$ cat config.mk
export PLATFORM = sky130hd
export DESIGN_NAME = vehicle_light_channel_controller_flat
export DESIGN_NICKNAME = d
export VERILOG_FILES = /design/src/sv/vlcc_pkg.sv /design/src/sv/vlcc_item_if.sv /design/src/sv/vlcc_result_if.sv /design/src/sv/vlcc_cfg_if.sv /design/src/sv/vehicle_light_channel_controller.sv /design/src/sv/vlcc_regs.sv /design/src/sv/vlcc_state.sv /design/src/sv/vlcc_out.sv /design/src/flat_wrapper.sv
export SDC_FILE = /design/constraint.sdc
export NUM_CORES = 1
export LEC_CHECK = 0
export BUFFER_PORTS_ARGS = -buffer_cell sky130_fd_sc_hd__buf_2
export CAP_MARGIN = 20
export CORE_MARGIN = 3
export CORE_UTILIZATION = 35
export DETAILED_ROUTE_END_ITERATION = 6
export GPL_TIMING_DRIVEN = 0
export PLACE_DENSITY = 0.59
export SKIP_CTS_REPAIR_TIMING = 1
export SYNTH_ARGS = -nofsm -noshare
export SYNTH_HDL_FRONTEND = slang
export SYNTH_SLANG_ARGS = --single-unit
$ cat constraint.sdc
create_clock -name clk -period 9.1 [get_ports clk]
set_clock_uncertainty 0.15 [all_clocks]
set_input_delay 0.91 -clock clk [delete_from_list [all_inputs] [get_ports clk]]
set_output_delay 0.91 -clock clk [all_outputs]
set_load 0.02 [all_outputs]
$ cat src/sv/vlcc_pkg.sv
// Package: shared types, codes and reset constants for the light channel controller.
`default_nettype none

package vlcc_pkg;

  localparam int AGE_BITS_DEF = 16;
  localparam int HOLD_BITS    = 16;
  localparam int PHASE_BITS   = 16;
  localparam int NUM_REQ      = 4;
  localparam int IDX_BITS     = 3;

  localparam int REQ_HEAD  = 0;
  localparam int REQ_BRAKE = 1;
  localparam int REQ_LEFT  = 2;
  localparam int REQ_RIGHT = 3;

  localparam logic [HOLD_BITS-1:0] WATCHDOG_RST     = 16'd500;
  localparam logic [HOLD_BITS-1:0] HEAD_HOLD_RST    = 16'd100;
  localparam logic [HOLD_BITS-1:0] BRAKE_HOLD_RST   = 16'd100;
  localparam logic [HOLD_BITS-1:0] TURN_HOLD_RST    = 16'd100;
  localparam logic [HOLD_BITS-1:0] STROBE_HOLD_RST  = 16'd1000;
  localparam logic [HOLD_BITS-1:0] BLINK_PERIOD_RST = 16'd666;

  typedef enum logic [1:0] {
    MODE_TICK   = 2'd0,
    MODE_CMD    = 2'd1,
    MODE_STROBE = 2'd2
  } mode_e;

  typedef enum logic [2:0] {
    FN_NONE       = 3'd0,
    FN_HEAD       = 3'd1,
    FN_LEFT       = 3'd2,
    FN_RIGHT      = 3'd3,
    FN_STOP       = 3'd4,
    FN_FLASH      = 3'd5,
    FN_STOP_LEFT  = 3'd6,
    FN_STOP_RIGHT = 3'd7
  } func_e;

  typedef enum logic [IDX_BITS-1:0] {
    REG_WATCHDOG     = 3'd0,
    REG_HEAD_HOLD    = 3'd1,
    REG_BRAKE_HOLD   = 3'd2,
    REG_TURN_HOLD    = 3'd3,
    REG_STROBE_HOLD  = 3'd4,
    REG_BLINK_PERIOD = 3'd5,
    REG_CH1_FUNC     = 3'd6,
    REG_CH2_FUNC     = 3'd7
  } reg_e;

  typedef struct packed {
    logic [HOLD_BITS-1:0]  watchdog_ms;
    logic [HOLD_BITS-1:0]  headlight_hold_ms;
    logic [HOLD_BITS-1:0]  brake_hold_ms;
    logic [HOLD_BITS-1:0]  turn_hold_ms;
    logic [HOLD_BITS-1:0]  strobe_hold_ms;
    logic [PHASE_BITS-1:0] blink_period_ms;
    func_e                 channel_one_function;
    func_e                 channel_two_function;
  } cfg_t;

  typedef struct packed {
    logic wd;
    logic head;
    logic brake;
    logic left;
    logic right;
    logic strobe;
    logic blink;
  } lights_t;

endpackage

`default_nettype wire

$ cat src/sv/vlcc_item_if.sv
// Interface: input item channel (tick, command or strobe trigger).
`default_nettype none

interface vlcc_item_if;
  logic       valid;
  logic       ready;
  logic [1:0] mode;
  logic       headlight_bit;
  logic       brake_bit;
  logic       left_bit;
  logic       right_bit;

  modport source (output valid, mode, headlight_bit, brake_bit, left_bit, right_bit,
                  input ready);
  modport sink   (input valid, mode, headlight_bit, brake_bit, left_bit, right_bit,
                  output ready);
endinterface

`default_nettype wire

$ cat src/sv/vlcc_result_if.sv
// Interface: result channel carrying the two channel drive states and the fault.
`default_nettype none

interface vlcc_result_if;
  logic valid;
  logic ready;
  logic channel_one_on;
  logic channel_two_on;
  logic fault;

  modport source (output valid, channel_one_on, channel_two_on, fault, input ready);
  modport sink   (input valid, channel_one_on, channel_two_on, fault, output ready);
endinterface

`default_nettype wire

$ cat src/sv/vlcc_cfg_if.sv
// Interface: configuration write channel.
`default_nettype none

interface vlcc_cfg_if;
  logic        valid;
  logic        ready;
  logic [2:0]  index;
  logic [15:0] data;

  modport source (output valid, index, data, input ready);
  modport sink   (input valid, index, data, output ready);
endinterface

`default_nettype wire

$ cat src/sv/vehicle_light_channel_controller.sv
// A transferred item updates the state registers; its result is then loaded into the result register and offered.
// Throughput: one item per cycle; input stalls only while a result waits and one more is pending.
// The result register decouples the sides: a new item transfers while a result waits.
// Reset (rst, synchronous): all ages, request bits, seen flags and blink phase clear to zero,
// configuration registers return to their defaults, no result is pending or offered.
`default_nettype none

module vehicle_light_channel_controller #(
  parameter int AGE_BITS = vlcc_pkg::AGE_BITS_DEF
) (
  input  logic          clk,
  input  logic          rst,
  vlcc_item_if.sink     item,
  vlcc_result_if.source result,
  vlcc_cfg_if.sink      cfg
);
  import vlcc_pkg::*;

  cfg_t    regs;
  lights_t lights;
  logic    pend;
  logic    advance;

  // configuration writes land directly; the port never back-pressures
  vlcc_regs u_regs (
    .clk  (clk),
    .rst  (rst),
    .cfg  (cfg),
    .regs (regs)
  );

  // update the state on each item transfer and derive the light flags from it;
  // pend marks an item whose result has not yet reached the result register
  vlcc_state #(
    .AGE_BITS (AGE_BITS)
  ) u_state (
    .clk     (clk),
    .rst     (rst),
    .item    (item),
    .regs    (regs),
    .advance (advance),
    .pend    (pend),
    .lights  (lights)
  );

  // map the flags through each channel's function code and hold the result
  vlcc_out u_out (
    .clk     (clk),
    .rst     (rst),
    .result  (result),
    .regs    (regs),
    .lights  (lights),
    .pend    (pend),
    .advance (advance)
  );

  // an accepted item always leaves a pending result behind it
  a_take_pends: assert property (@(posedge clk) disable iff (rst)
    (item.valid && item.ready) |=> pend)
    else $error("item transfer did not mark a pending result");

  // input stalls only when both the result register and the state stage are full
  a_stall_cause: assert property (@(posedge clk) disable iff (rst)
    !item.ready |-> (pend && result.valid && !result.ready))
    else $error("input stalled without back-pressure");

  // with nothing pending, a taken result is not repeated
  a_no_repeat: assert property (@(posedge clk) disable iff (rst)
    (result.valid && result.ready && !pend) |=> !result.valid)
    else $error("result offered with no item behind it");

  // reset leaves nothing pending and nothing offered
  a_reset_clear: assert property (@(posedge clk)
    rst |=> (!result.valid && !pend))
    else $error("reset did not clear the pipeline");

endmodule

`default_nettype wire

$ cat src/sv/vlcc_regs.sv
// Configuration register file of the light channel controller.
`default_nettype none

module vlcc_regs (
  input  logic           clk,
  input  logic           rst,
  vlcc_cfg_if.sink       cfg,
  output vlcc_pkg::cfg_t regs
);
  import vlcc_pkg::*;

  assign cfg.ready = 1'b1;

  always_ff @(posedge clk) begin
    if (rst) begin
      regs.watchdog_ms          <= WATCHDOG_RST;
      regs.headlight_hold_ms    <= HEAD_HOLD_RST;
      regs.brake_hold_ms        <= BRAKE_HOLD_RST;
      regs.turn_hold_ms         <= TURN_HOLD_RST;
      regs.strobe_hold_ms       <= STROBE_HOLD_RST;
      regs.blink_period_ms      <= BLINK_PERIOD_RST;
      regs.channel_one_function <= FN_NONE;
      regs.channel_two_function <= FN_NONE;
    end else if (cfg.valid) begin
      unique case (reg_e'(cfg.index))
        REG_WATCHDOG:     regs.watchdog_ms          <= cfg.data;
        REG_HEAD_HOLD:    regs.headlight_hold_ms    <= cfg.data;
        REG_BRAKE_HOLD:   regs.brake_hold_ms        <= cfg.data;
        REG_TURN_HOLD:    regs.turn_hold_ms         <= cfg.data;
        REG_STROBE_HOLD:  regs.strobe_hold_ms       <= cfg.data;
        REG_BLINK_PERIOD: regs.blink_period_ms      <= cfg.data;
        REG_CH1_FUNC:     regs.channel_one_function <= func_e'(cfg.data[2:0]);
        REG_CH2_FUNC:     regs.channel_two_function <= func_e'(cfg.data[2:0]);
        default: ;
      endcase
    end
  end

endmodule

`default_nettype wire

$ cat src/sv/vlcc_state.sv
// State stage: request bits, saturating ages, blink phase and the derived light flags.
`default_nettype none

module vlcc_state #(
  parameter int AGE_BITS = vlcc_pkg::AGE_BITS_DEF
) (
  input  logic              clk,
  input  logic              rst,
  vlcc_item_if.sink         item,
  input  vlcc_pkg::cfg_t    regs,
  input  logic              advance,
  output logic              pend,
  output vlcc_pkg::lights_t lights
);
  import vlcc_pkg::*;

  localparam int CW = (AGE_BITS > HOLD_BITS) ? AGE_BITS : HOLD_BITS;

  logic [NUM_REQ-1:0]    request_bits, request_bits_next;
  logic [AGE_BITS-1:0]   command_age, command_age_next;
  logic [AGE_BITS-1:0]   request_age [NUM_REQ];
  logic [AGE_BITS-1:0]   request_age_next [NUM_REQ];
  logic [NUM_REQ-1:0]    request_seen, request_seen_next;
  logic [AGE_BITS-1:0]   strobe_age, strobe_age_next;
  logic                  strobe_seen, strobe_seen_next;
  logic [PHASE_BITS-1:0] blink_phase, blink_phase_next;
  logic [PHASE_BITS:0]   phase_inc;
  logic [HOLD_BITS-1:0]  hold [NUM_REQ];
  logic [NUM_REQ-1:0]    req_on;
  logic                  take;

  function automatic logic [AGE_BITS-1:0] age_inc(input logic [AGE_BITS-1:0] a);
    return (&a) ? a : a + 1'b1;
  endfunction

  assign item.ready = !pend || advance;
  assign take       = item.valid && item.ready;
  assign phase_inc  = {1'b0, blink_phase} + 1'b1;

  always_comb begin
    request_bits_next = request_bits;
    command_age_next  = command_age;
    request_seen_next = request_seen;
    strobe_age_next   = strobe_age;
    strobe_seen_next  = strobe_seen;
    blink_phase_next  = blink_phase;
    for (int i = 0; i < NUM_REQ; i++) begin
      request_age_next[i] = request_age[i];
    end
    if (take) begin
      case (mode_e'(item.mode))
        MODE_TICK: begin
          command_age_next = age_inc(command_age);
          strobe_age_next  = age_inc(strobe_age);
          for (int i = 0; i < NUM_REQ; i++) begin
            request_age_next[i] = age_inc(request_age[i]);
          end
          // wrap the phase where the period ends; a period below two pins it at zero
          if (phase_inc >= {1'b0, regs.blink_period_ms}) begin
            blink_phase_next = '0;
          end else begin
            blink_phase_next = phase_inc[PHASE_BITS-1:0];
          end
        end
        MODE_CMD: begin
          request_bits_next[REQ_HEAD]  = item.headlight_bit;
          request_bits_next[REQ_BRAKE] = item.brake_bit;
          request_bits_next[REQ_LEFT]  = item.left_bit;
          request_bits_next[REQ_RIGHT] = item.right_bit;
          command_age_next = '0;
          for (int i = 0; i < NUM_REQ; i++) begin
            if (request_bits_next[i]) begin
              request_age_next[i]  = '0;
              request_seen_next[i] = 1'b1;
            end
          end
        end
        MODE_STROBE: begin
          strobe_age_next  = '0;
          strobe_seen_next = 1'b1;
        end
        default: ;
      endcase
    end
  end

  always_ff @(posedge clk) begin
    if (rst) begin
      pend         <= 1'b0;
      request_bits <= '0;
      command_age  <= '0;
      request_seen <= '0;
      strobe_age   <= '0;
      strobe_seen  <= 1'b0;
      blink_phase  <= '0;
      for (int i = 0; i < NUM_REQ; i++) begin
        request_age[i] <= '0;
      end
    end else begin
      if (take) begin
        pend <= 1'b1;
      end else if (advance) begin
        pend <= 1'b0;
      end
      request_bits <= request_bits_next;
      command_age  <= command_age_next;
      request_seen <= request_seen_next;
      strobe_age   <= strobe_age_next;
      strobe_seen  <= strobe_seen_next;
      blink_phase  <= blink_phase_next;
      for (int i = 0; i < NUM_REQ; i++) begin
        request_age[i] <= request_age_next[i];
      end
    end
  end

  assign hold[REQ_HEAD]  = regs.headlight_hold_ms;
  assign hold[REQ_BRAKE] = regs.brake_hold_ms;
  assign hold[REQ_LEFT]  = regs.turn_hold_ms;
  assign hold[REQ_RIGHT] = regs.turn_hold_ms;

  always_comb begin
    for (int i = 0; i < NUM_REQ; i++) begin
      req_on[i] = request_bits[i] ||
                  (request_seen[i] && (CW'(request_age[i]) <= CW'(hold[i])));
    end
  end

  assign lights.wd     = CW'(command_age) > CW'(regs.watchdog_ms);
  assign lights.head   = !lights.wd && req_on[REQ_HEAD];
  assign lights.brake  = !lights.wd && req_on[REQ_BRAKE];
  assign lights.left   = !lights.wd && req_on[REQ_LEFT];
  assign lights.right  = !lights.wd && req_on[REQ_RIGHT];
  assign lights.strobe = strobe_seen && (CW'(strobe_age) <= CW'(regs.strobe_hold_ms));
  assign lights.blink  = blink_phase < (regs.blink_period_ms >> 1);

endmodule

`default_nettype wire

$ cat src/sv/vlcc_out.sv
// Output stage: per-channel function select into the result register.
`default_nettype none

module vlcc_out (
  input  logic              clk,
  input  logic              rst,
  vlcc_result_if.source     result,
  input  vlcc_pkg::cfg_t    regs,
  input  vlcc_pkg::lights_t lights,
  input  logic              pend,
  output logic              advance
);
  import vlcc_pkg::*;

  logic load;
  logic ch1, ch2;

  function automatic logic pick(input func_e fn, input lights_t l);
    logic on;
    unique case (fn)
      FN_NONE:       on = 1'b0;
      FN_HEAD:       on = l.head;
      FN_LEFT:       on = l.left && l.blink;
      FN_RIGHT:      on = l.right && l.blink;
      FN_STOP:       on = l.brake;
      FN_FLASH:      on = l.strobe;
      FN_STOP_LEFT:  on = l.left ? l.blink : l.brake;
      FN_STOP_RIGHT: on = l.right ? l.blink : l.brake;
      default:       on = 1'b0;
    endcase
    return on;
  endfunction

  assign advance = !result.valid || result.ready;
  assign load    = pend && advance;
  assign ch1     = pick(regs.channel_one_function, lights);
  assign ch2     = pick(regs.channel_two_function, lights);

  always_ff @(posedge clk) begin
    if (rst) begin
      result.valid <= 1'b0;
    end else if (advance) begin
      result.valid <= pend;
    end
  end

  always_ff @(posedge clk) begin
    if (load) begin
      result.channel_one_on <= ch1;
      result.channel_two_on <= ch2;
      result.fault          <= lights.wd;
    end
  end

endmodule

`default_nettype wire
$ cat src/flat_wrapper.sv
// flat-port wrapper written by rule: the top's interface ports become plain ports
module vehicle_light_channel_controller_flat import vlcc_pkg::*;
#(
  parameter int AGE_BITS = vlcc_pkg::AGE_BITS_DEF
)
  (clk, rst, item_valid, item_mode, item_headlight_bit, item_brake_bit, item_left_bit, item_right_bit, item_ready, result_valid, result_channel_one_on, result_channel_two_on, result_fault, result_ready, cfg_valid, cfg_index, cfg_data, cfg_ready);
  vlcc_item_if item_i ();
  vlcc_result_if result_i ();
  vlcc_cfg_if cfg_i ();
  input  logic clk;
  input  logic rst;
  input wire logic [$bits(item_i.valid)-1:0] item_valid;
  input wire logic [$bits(item_i.mode)-1:0] item_mode;
  input wire logic [$bits(item_i.headlight_bit)-1:0] item_headlight_bit;
  input wire logic [$bits(item_i.brake_bit)-1:0] item_brake_bit;
  input wire logic [$bits(item_i.left_bit)-1:0] item_left_bit;
  input wire logic [$bits(item_i.right_bit)-1:0] item_right_bit;
  output wire logic [$bits(item_i.ready)-1:0] item_ready;
  output wire logic [$bits(result_i.valid)-1:0] result_valid;
  output wire logic [$bits(result_i.channel_one_on)-1:0] result_channel_one_on;
  output wire logic [$bits(result_i.channel_two_on)-1:0] result_channel_two_on;
  output wire logic [$bits(result_i.fault)-1:0] result_fault;
  input wire logic [$bits(result_i.ready)-1:0] result_ready;
  input wire logic [$bits(cfg_i.valid)-1:0] cfg_valid;
  input wire logic [$bits(cfg_i.index)-1:0] cfg_index;
  input wire logic [$bits(cfg_i.data)-1:0] cfg_data;
  output wire logic [$bits(cfg_i.ready)-1:0] cfg_ready;
  assign item_i.valid = item_valid;
  assign item_i.mode = item_mode;
  assign item_i.headlight_bit = item_headlight_bit;
  assign item_i.brake_bit = item_brake_bit;
  assign item_i.left_bit = item_left_bit;
  assign item_i.right_bit = item_right_bit;
  assign item_ready = item_i.ready;
  assign result_valid = result_i.valid;
  assign result_channel_one_on = result_i.channel_one_on;
  assign result_channel_two_on = result_i.channel_two_on;
  assign result_fault = result_i.fault;
  assign result_i.ready = result_ready;
  assign cfg_i.valid = cfg_valid;
  assign cfg_i.index = cfg_index;
  assign cfg_i.data = cfg_data;
  assign cfg_ready = cfg_i.ready;
  vehicle_light_channel_controller #(.AGE_BITS(AGE_BITS)) u_core (.clk(clk), .rst(rst), .item(item_i), .result(result_i), .cfg(cfg_i));
endmodule
==> out/metrics.yaml, run 1 <==
drt:
  finalWirelength_mm: 33.2
  drc: 0
  drt_first_pass_iters: 5
  ant_nets: 0
  drt_iter0_drc: 525
  vias: 10479
  via_per_inst: 5.13
  wire_per_inst_microns: 16.3
synth:
  synth_edf_count: 3
  synth-seq-cells: 228
  yosysSeqAreaShare: 0.368
  syn_nets: 1676
  synthAdderAreaFrac: 0.133
  synth.lib_cells_used.distinct: 71
  avgSynthCellArea_sq_um: 8.25
  ys_async_sr_fraction: 0
  synthCells: 1513
  synthFlopType: "dfxtp_1"
  synth-xor-area-share: 0.0611
  muxShareOfSynthArea: 0.0104
  synth_top_family_by_area: "simple AND/OR/NAND/NOR gates"
  synth-compound-area-share: 0.136
  netlist_area_sq_um: 12500
  yosysWarnings: 0
  synth_simple_gate_area_share: 0.238
timing:
  fin_crit_sh: 0.455
  rsz0062_at_grt: "no"
  relSlewSlack: 0.452
  timing.setup.tns_ns: 0
  slew_viol_final: 0
  period_minus_slack_ns: 4.14
  fmax_mhz: 241
  hold_viol: 0
  setup_viol: 0
  holdWs_ns: 0.305
  tightest_slew_ns: 0.821
floorplanning:
  die_x_microns: 195
  die_h_microns: 195
  core_sq_um: 34900
  rows: 68
  die_area_sq_um: 38000
  ios: 36
  start_util: 0.358
cts:
  cts_tree: "done"
  clkLatencyLatePin_ns: 0.54
  htree_levels: 1
  cts.sinks: 228
  clk_pin_slew_ns: 0.06
  root_buffer: "clkbuf_16"
  clockBufferDepth: 3
  numCtsBuffers: 27
place:
  gp_congestion: 0.841
  numPlacedInstances: 1994
  io_buffers: 26
  dp.final_hpwl_mm: 24.6
min_path:
  hp-class: "register to register"
power:
  p_total_mw: 2.27
  power_density_nw_per_um2: 161
  leakage_nw: 5.65
  peakVddDrop_uv: 129
global_route:
  antenna_found_initial: 3
  overflow: 0
  grt_usage: 0.172
  grt_pass1_wl_mm: 53.4
  first_global_vias: 10026
  grt_max_degree: 13
final_layout:
  syn_to_final_growth_pct: 12.9
  instances_no_fill: 2044
  nets: 1731
  post-route-util: 0.404
  drive_gt1_frac: 0.0642
run:
  cap_viol_max_count: 0
critical_path:
  start_kind: "register"
  critPathRequiredTime_ns: 9.42
  crit_fanout: 10
  cp.arrival_ns: 4.46
  setup.worst_path.class: "register to register"
  end_kind: "register"
run_status:
  status: "finished, final reports clean"
## worst max-delay path: stages (launching register included)
cell     delay (ns)
dfxtp_1        0.44
ha_1           0.33
nand4_1        0.30
nor2_1         0.34
nand3_1        0.15
xnor2_1        0.25
ha_1           0.30
a21o_1         0.18
a211o_1        0.29
nor4_2         0.39
o41a_1         0.41
buf_2          0.28
nand3_1        0.11
mux2i_1        0.14
## area by class of cell
| type | instances | area, sq um |
|---|---|---|
| clock buffer | 36 | 759 |
| buffer | 56 | 233 |
| timing repair buffer | 26 | 130 |
| sequential | 228 | 4590 |
| clock inverter | 13 | 145 |
| tap | 455 | 569 |
| multi-input combinational | 1114 | 7220 |
| fill | 3609 | 20800 |
| inverter | 115 | 432 |
| antenna | 1 | 2.50 |
## cells by family after synthesis
family | after synthesis
xor+xnor | 87
other cells | 1
fa+ha+maj | 133
flops | 228
buf+inv | 171
mux | 13
simple gates | 613
compound gates | 267
## per-layer routing
layer	GRT usage	routed length (microns)	share of wire
met5	0	14	0.00042
met4	0.0407	684	0.021
met3	0.0262	1660	0.050
met2	0.290	15200	0.46
met1	0.234	15700	0.47
## synthesized netlist by cell type (17+ instances only)
cell type  instances  share of area
nor2_1           149          0.045
nand4_1           39          0.020
a21oi_1          135          0.054
o21ai_0           32          0.013
dfxtp_1          225           0.36
a211o_1           20          0.014
nand2_1          236          0.071
clkbuf_1          46          0.014
nand3_1           45          0.018
xor2_1            55          0.039
and3_1            19         0.0095
nand2b_1          17         0.0085
ha_1             133           0.13
xnor2_1           32          0.022
inv_1            115          0.035
## cells in the final DEF (no fill, tap or decap), types with 4 or more instances in the layout
| master | count |
|---|---|
| dfxtp_1 | 225 |
| a32o_1 | 12 |
| a21boi_0 | 4 |
| o21ai_0 | 32 |
| nand4b_1 | 4 |
| or3_1 | 16 |
| clkbuf_8 | 5 |
| and3_1 | 19 |
| and4_1 | 16 |
| o21a_1 | 4 |
| ha_1 | 133 |
| a211oi_1 | 10 |
| nand3b_1 | 14 |
| nand2b_1 | 17 |
| clkinv_2 | 8 |
| a211o_1 | 20 |
| nand3_1 | 45 |
| nor2_1 | 149 |
| xor2_1 | 55 |
| and2_1 | 11 |
| clkbuf_1 | 50 |
| and4_4 | 6 |
| clkbuf_16 | 27 |
| nand2_1 | 236 |
| a21o_1 | 14 |
| nor2b_1 | 12 |
| a21oi_1 | 135 |
| o21ai_1 | 4 |
| mux2i_1 | 13 |
| nor3_1 | 7 |
| inv_1 | 115 |
| xnor2_1 | 32 |
| nor4_1 | 6 |
| a31oi_1 | 6 |
| buf_2 | 31 |
| nand4_1 | 39 |
## power by group
| part | switching, mW | internal, mW |
|---|---|---|
| logic | 0.0971 | 0.0438 |
| registers | 0.0109 | 1.02 |
| clock network | 0.436 | 0.668 |
## final timing paths
path | from | endpoint | slack [ns] | cells after the start
worst max register to register | u_core.u_state.blink_phase[0] | u_core.u_state.blink_phase[2] | 4.96 | 13
worst min-delay path | u_core.u_regs.regs[58] | u_core.u_regs.regs[58] | 0.30 | 2
worst max-delay path | u_core.u_state.blink_phase[0] | u_core.u_state.blink_phase[2] | 4.96 | 13
worst min register to register | u_core.u_regs.regs[58] | u_core.u_regs.regs[58] | 0.30 | 2
## sequential cells by signal, summed over array words and instances (netlist names)
register	cells
u_core.u_out.result.channel_one_on	1
u_core.u_out.result.channel_two_on	1
u_core.u_out.result.fault	1
u_core.u_out.result.valid	1
u_core.u_regs.regs	102
u_core.u_state.blink_phase	16
u_core.u_state.command_age	16
u_core.u_state.pend	1
u_core.u_state.request_age	64
u_core.u_state.request_bits	4
u_core.u_state.request_seen	4
u_core.u_state.strobe_age	16
u_core.u_state.strobe_seen	1
## metrics by stage
stage / setup slack, ns / area [sq um]
after floorplan: 5.75 / 12500
after global placement: 5.08 / 13200
after detailed placement: 4.98 / 13200
after CTS: 4.97 / 14100
after global routing: 4.69 / 14100
final: 4.96 / 14100
Note: power is estimated with default switching activity, not from simulation.
==> run 2: changes to the inputs <==
--- a/config.mk
+++ b/config.mk
@@ -5,6 +5,7 @@
 export SDC_FILE = /design/constraint.sdc
 export NUM_CORES = 1
 export LEC_CHECK = 0
+export ABC_AREA = 1
 export BUFFER_PORTS_ARGS = -buffer_cell sky130_fd_sc_hd__buf_2
 export CAP_MARGIN = 20
 export CORE_MARGIN = 3
==> constraint.sdc (replaced) <==
create_clock -name clk -period 4.25 [get_ports clk]
set_clock_uncertainty 0.15 [all_clocks]
set_input_delay 0.425 -clock clk [delete_from_list [all_inputs] [get_ports clk]]
set_output_delay 0.425 -clock clk [all_outputs]
set_load 0.02 [all_outputs]
==> run 2 against run 1 <==
Effect of this change: synthesized area rose by 3.7%; setup slack got worse by 4.3 ns; register-to-register slack got worse by 4.3 ns; fmax rose by 14%; largest power group unchanged; highest routed layer is now met4; non-clock buffer count fell by 13; total power rose by 120%.
==> out/metrics.yaml, run 2 <==
power:
  peakVddDrop_uv: 317
  p_sw_frac: 0.247
  comb_power_share: 0.076
  power_density_nw_per_um2: 340
  clkPwrFrac: 0.479
  p_total_mw: 4.96
  power.internal_mw: 3.74
  leakage_nw: 6.21
  switchingPower_mw: 1.22
  power_frac_seq: 0.445
synth:
  synthAdderAreaFrac: 0.129
  yosysMostFrequentCell: "nand2_1"
  syn_nets: 1945
  ys_async_sr_fraction: 0
  avgSynthCellArea_sq_um: 7.26
  synthFlopType: "dfxtp_1"
  synth_simple_gate_area_share: 0.241
  synth.lib_cells_used.distinct: 50
  synth_largest_area_cell: "dfxtp_1"
  synth_top_area_share: 0.348
  synth_area_leaders: "dfxtp_1 (35%), ha_1 (13%), nand2_1 (9.5%)"
  ys_top_cells_by_count: "nand2_1 (328), inv_1 (239), dfxtp_1 (225)"
  muxShareOfSynthArea: 0
  synth-compound-area-share: 0.167
  synth-xor-area-share: 0.0210
  yosysSeqAreaShare: 0.355
  synthCells: 1782
  netlist_area_sq_um: 12900
  synth_top_family_by_area: "simple AND/OR/NAND/NOR gates"
  synth-seq-cells: 228
  yosysWarnings: 0
  synth_edf_count: 3
drt:
  drt_iter0_drc: 825
  drt_first_pass_iters: 5
  via_per_inst: 5.00
  finalWirelength_mm: 36.1
  vias: 11631
  ant_nets: 0
  wire_per_inst_microns: 15.5
  drc: 0
min_path:
  hp-class: "input pin to register"
place:
  numPlacedInstances: 2275
  dp.final_hpwl_mm: 27.3
  io_buffers: 32
  gp_congestion: 0.892
timing:
  timing.setup.tns_ns: 0
  period_minus_slack_ns: 3.64
  rsz0062_at_grt: "no"
  relSlewSlack: 0.475
  hold_viol: 0
  holdWs_ns: 0.0667
  slew_viol_final: 0
  fin_crit_sh: 0.856
  setup_viol: 0
  tightest_slew_ns: 0.788
  fmax_mhz: 275
critical_path:
  path_common_cell: "nor2_1"
  cpMaxStageDelayCell: "dfxtp_1"
  critPathMaxStageDelay_ns: 0.39
  start_kind: "register"
  rrSetupSlack_ns: 0.61
  cp.arrival_ns: 3.94
  crit_fanout: 10
  critPathRequiredTime_ns: 4.56
  crit_family: "simple AND/OR/NAND/NOR gates"
  setup.worst_path.class: "register to register"
  cp_cell_sequence: "ha_1 > nand2_1 > nor3_2 > nand2_1 > nor2_2 > nand4_2 > nor2_1 > xor2_1 > ha_1 > a21oi_1 > nor2_1 > nor2_1 > o311ai_0 > nor2_2 > buf_2 > nand3_1 > a21oi_1"
  end_kind: "register"
  cp_num_buf_inv: 1
floorplanning:
  start_util: 0.360
  rows: 69
  die_x_microns: 198
  die_area_sq_um: 39300
  die_h_microns: 198
  core_sq_um: 36000
  ios: 36
final_layout:
  instances_no_fill: 2325
  nets: 2006
  num-fill-cells: 3713
  regMostFlops: "u_core.u_regs.regs"
  post-route-util: 0.405
  final_common_cell: "nand2_1"
  drive_gt1_frac: 0.0784
  syn_to_final_growth_pct: 12.6
  most-common-layout-cells: "nand2_1 (328), inv_1 (239), dfxtp_1 (225), a21oi_1 (217), nor2_1 (154)"
  top_regs: "u_core.u_regs.regs: 102 flops, u_core.u_state.request_age: 64 flops"
  largest_reg_flops: 102
cts:
  cts.sinks: 228
  clk_pin_slew_ns: 0.06
  htree_levels: 1
  clockBufferDepth: 3
  numCtsBuffers: 27
  cts_tree: "done"
  root_buffer: "clkbuf_16"
  clkLatencyLatePin_ns: 0.54
global_route:
  antenna_found_initial: 0
  grt_pass1_wl_mm: 57.6
  overflow: 0
  grt_usage: 0.182
  first_global_vias: 10907
  grt_max_degree: 14
run:
  cap_viol_max_count: 0
run_status:
  status: "finished, final reports clean"
run 2: cell count changes after synthesis, sizes merged, moves of 20 or more:
cell    delta
nand2    +107
inv      +139
o21ai     +95
nor3      +62
nand3     +26
a211o     -20
o211ai    +24
and4      -22
nand4     -22
a21oi     +82
xor2      -27
xnor2     -29
run 2: kinds of logic (layout without fill, tap and decap cells):
logic type	after synthesis	count (layout)
simple gates	693	693
other cells	1	2
xor+xnor	31	31
flops	228	228
compound gates	402	402
buf+inv	294	375
fa+ha+maj	133	133
run 2: metrics by stage:
step	area, sq um	worst slack, ns
2_1_floorplan	12900	1.30
3_3_place_gp	13700	0.748
3_5_place_dp	13700	0.652
4_1_cts	14600	0.628
5_1_grt	14600	0.211
6_report	14600	0.612
run 2: final timing paths:
check	startpoint	end	cells after the start
worst max register to register	u_core.u_state.blink_phase[1]	u_core.u_state.blink_phase[15]	17
worst max-delay path	u_core.u_state.blink_phase[1]	u_core.u_state.blink_phase[15]	17
worst min-delay path	item_valid	u_core.u_state.pend	3
worst min register to register	u_core.u_state.request_seen[2]	u_core.u_state.request_seen[2]	2
run 2: area by class of cell:
cell class	count	area [sq um]	share of cell area
buffer	37	153	0.0105
clock inverter	11	159	0.0109
multi-input combinational	1260	7220	0.495
antenna	1	2.50	0.000172
sequential	228	4590	0.315
timing repair buffer	32	160	0.0110
tap	461	577	0.0396
inverter	257	980	0.0672
clock buffer	38	737	0.0505
run 2: per-layer routing:
layer | routed length [microns] | part of all wire | track usage
met2 | 16700 | 0.46 | 0.309
met3 | 1660 | 0.046 | 0.0225
met5 | 0 | 0 | 0
met4 | 997 | 0.028 | 0.0537
met1 | 16700 | 0.46 | 0.241
run 2: worst reg2reg max path: cells and delay by family, from the launching register on:
| kind | cells | cell delay (ns) |
|---|---|---|
| adder cells (fa/ha/maj) | 2 | 0.49 |
| flip-flops | 1 | 0.39 |
| AO/OA/AOI/OAI | 3 | 0.49 |
| AND/OR/NAND/NOR | 10 | 1.51 |
| XOR/XNOR | 1 | 0.23 |
| buffers and inverters | 1 | 0.29 |
run 2: power by group through the flow:
stage | sequential, mW | combinational [mW] | clock (mW)
global placement | 2.25 | 0.365 | 0
detailed placement | 2.26 | 0.373 | 0
finish | 2.21 | 0.375 | 2.38
CTS | 2.21 | 0.375 | 2.44
floorplan | 2.25 | 0.231 | 0
global route | 2.21 | 0.421 | 2.50
==> run 3: changes to the inputs <==
--- a/config.mk
+++ b/config.mk
@@ -10,6 +10,7 @@
 export CAP_MARGIN = 20
 export CORE_MARGIN = 3
 export CORE_UTILIZATION = 35
+export CTS_BUF_LIST = sky130_fd_sc_hd__clkbuf_8
 export DETAILED_ROUTE_END_ITERATION = 6
 export GPL_TIMING_DRIVEN = 0
 export PLACE_DENSITY = 0.59
==> run 3 against run 2 <==
Effect of this change: register-to-register slack worse by 0.02 ns; non-clock buffer count is the same; combinational power hardly changed; final area hardly changed; count of clock-buffer cells in the layout rose by 18; sequential share of layout area barely moved; final cell count rose by 1.2%; first-iteration DRC count grew 16%; wire length increased by 0.93%; setup slack got worse by 0.016 ns; total power down 3.3%; utilization hardly changed; highest routed layer unchanged.
==> out/metrics.yaml, run 3 (same netlist as run 2, synthesis figures left out) <==
final_layout:
  diodes: 0
  largest_reg_flops: 102
  regArea_sq_um: 4590
  top_regs: "u_core.u_regs.regs: 102 flops, u_core.u_state.request_age: 64 flops"
  syn_to_final_growth_pct: 12.5
  nets: 2022
  most-common-layout-cells: "nand2_1 (328), inv_1 (254), dfxtp_1 (225), a21oi_1 (217), nor2_1 (154)"
  final_common_cell: "nand2_1"
  regMostFlops: "u_core.u_regs.regs"
  drive_gt1_frac: 0.0893
  multi_input_area_sq_um: 7220
  num-fill-cells: 3724
  instances_no_fill: 2353
drt:
  drt_first_pass_iters: 5
  drt_iter0_drc: 960
  vias: 11844
  drc: 0
  highest_layer: "met4"
  wl_met3_mm: 2.07
  m1WireLength_mm: 16.7
  finalWirelength_mm: 36.4
  wire_per_inst_microns: 15.5
  ant_nets: 0
  wl_met2_mm: 16.7
  via_per_inst: 5.03
cts:
  cts_tree: "done"
  root_buffer: "clkbuf_8"
  numCtsBuffers: 43
  clk_pin_slew_ns: 0.06
  clkLatencyLatePin_ns: 0.55
  cts.sinks: 228
  clockBufferDepth: 3
  htree_levels: 2
global_route:
  grt_max_degree: 11
  overflow: 0
  antenna_found_initial: 0
  grt_usage: 0.184
  grt_pass1_wl_mm: 58.2
  first_global_vias: 11097
timing:
  timing.setup.tns_ns: 0
  hold_viol: 0
  slew_viol_final: 0
  period_minus_slack_ns: 3.65
  setup_viol: 0
  fin_crit_sh: 0.860
  fmax_mhz: 274
  tightest_slew_ns: 0.834
  relSlewSlack: 0.444
  rsz0062_at_grt: "no"
  setup_ws_ns: 0.597
floorplanning:
  die_area_sq_um: 39300
  ios: 36
  die_x_microns: 198
  core_sq_um: 36000
  die_h_microns: 198
  start_util: 0.360
  rows: 69
place:
  dpl_worst_slack_ns: 0.652
  io_buffers: 32
  gp_congestion: 0.892
  numPlacedInstances: 2275
  dp.final_hpwl_mm: 27.3
critical_path:
  start_kind: "register"
  critPathRequiredTime_ns: 4.56
  setup.worst_path.class: "register to register"
  crit_fanout: 10
  end_kind: "register"
  cp.arrival_ns: 3.96
run:
  cap_viol_max_count: 0
power:
  peakVddDrop_uv: 247
  leakage_nw: 6.29
  power_density_nw_per_um2: 329
min_path:
  hp-class: "input pin to register"
run_status:
  status: "finished, final reports clean"
run 3: cell count changes in the layout (fill, tap and decap cells not counted):
| cell | change |
|---|---|
| bufinv_16 | -3 |
| clkbuf_1 | -9 |
| clkbuf_16 | -27 |
| clkbuf_8 | +54 |
| diode_2 | -1 |
| inv_1 | +15 |
| inv_6 | -1 |
run 3: path summary, 6_finish.rpt:
path                                                     start                              to  slack (ns)  cells after the start
worst max-delay path             u_core.u_state.blink_phase[1]  u_core.u_state.blink_phase[15]        0.60                     17
worst min-delay path                                item_valid             u_core.u_state.pend        0.06                      3
worst max register to register   u_core.u_state.blink_phase[1]  u_core.u_state.blink_phase[15]        0.60                     17
worst min register to register  u_core.u_state.request_seen[2]  u_core.u_state.request_seen[2]        0.30                      2
run 3: area by class of cell:
cell class | count | share of cell area
repair buffers | 32 | 0.0110
well taps | 461 | 0.0396
multi-input cells | 1260 | 0.495
plain buffers | 37 | 0.0105
clock inverters | 22 | 0.00799
clock buffers | 56 | 0.0529
inverters | 257 | 0.0673
flip-flops and latches | 228 | 0.315
run 3: per-layer routing:
layer	vias up	GRT usage
li1	6100	-
met1	5410	0.245
met2	269	0.308
met3	65	0.0296
met4	0	0.0577
met5	-	0
run 3: through the flow:
stage | util | hold slack (ns) | area [sq um] | power [mW]
2_1_floorplan | - | 0.280 | 12900 | 2.48
3_3_place_gp | 0.380 | 0.287 | 13700 | 2.62
3_5_place_dp | 0.380 | 0.290 | 13700 | 2.63
4_1_cts | 0.405 | 0.0188 | 14600 | 4.84
5_1_grt | 0.405 | 0.0334 | 14600 | 4.99
6_report | 0.405 | 0.0575 | 14600 | 4.80
run 3: worst max-delay path, cell delays in order (launching register included):
cell      delay (ns)
dfxtp_1         0.39
ha_1            0.20
nand2_1         0.10
nor3_2          0.23
nand2_1         0.12
nor2_2          0.18
nand4_2         0.14
nor2_1          0.15
xor2_1          0.23
ha_1            0.28
a21oi_1         0.16
nor2_1          0.05
nor2_1          0.14
o311ai_0        0.17
nor2_2          0.32
buf_2           0.29
nand3_1         0.10
a21oi_1         0.16
run 3: report_power, final:
group | total, mW | switching [mW] | internal (mW)
logic | 0.376 | 0.271 | 0.104
registers | 2.21 | 0.0212 | 2.19
clock network | 2.21 | 0.975 | 1.24
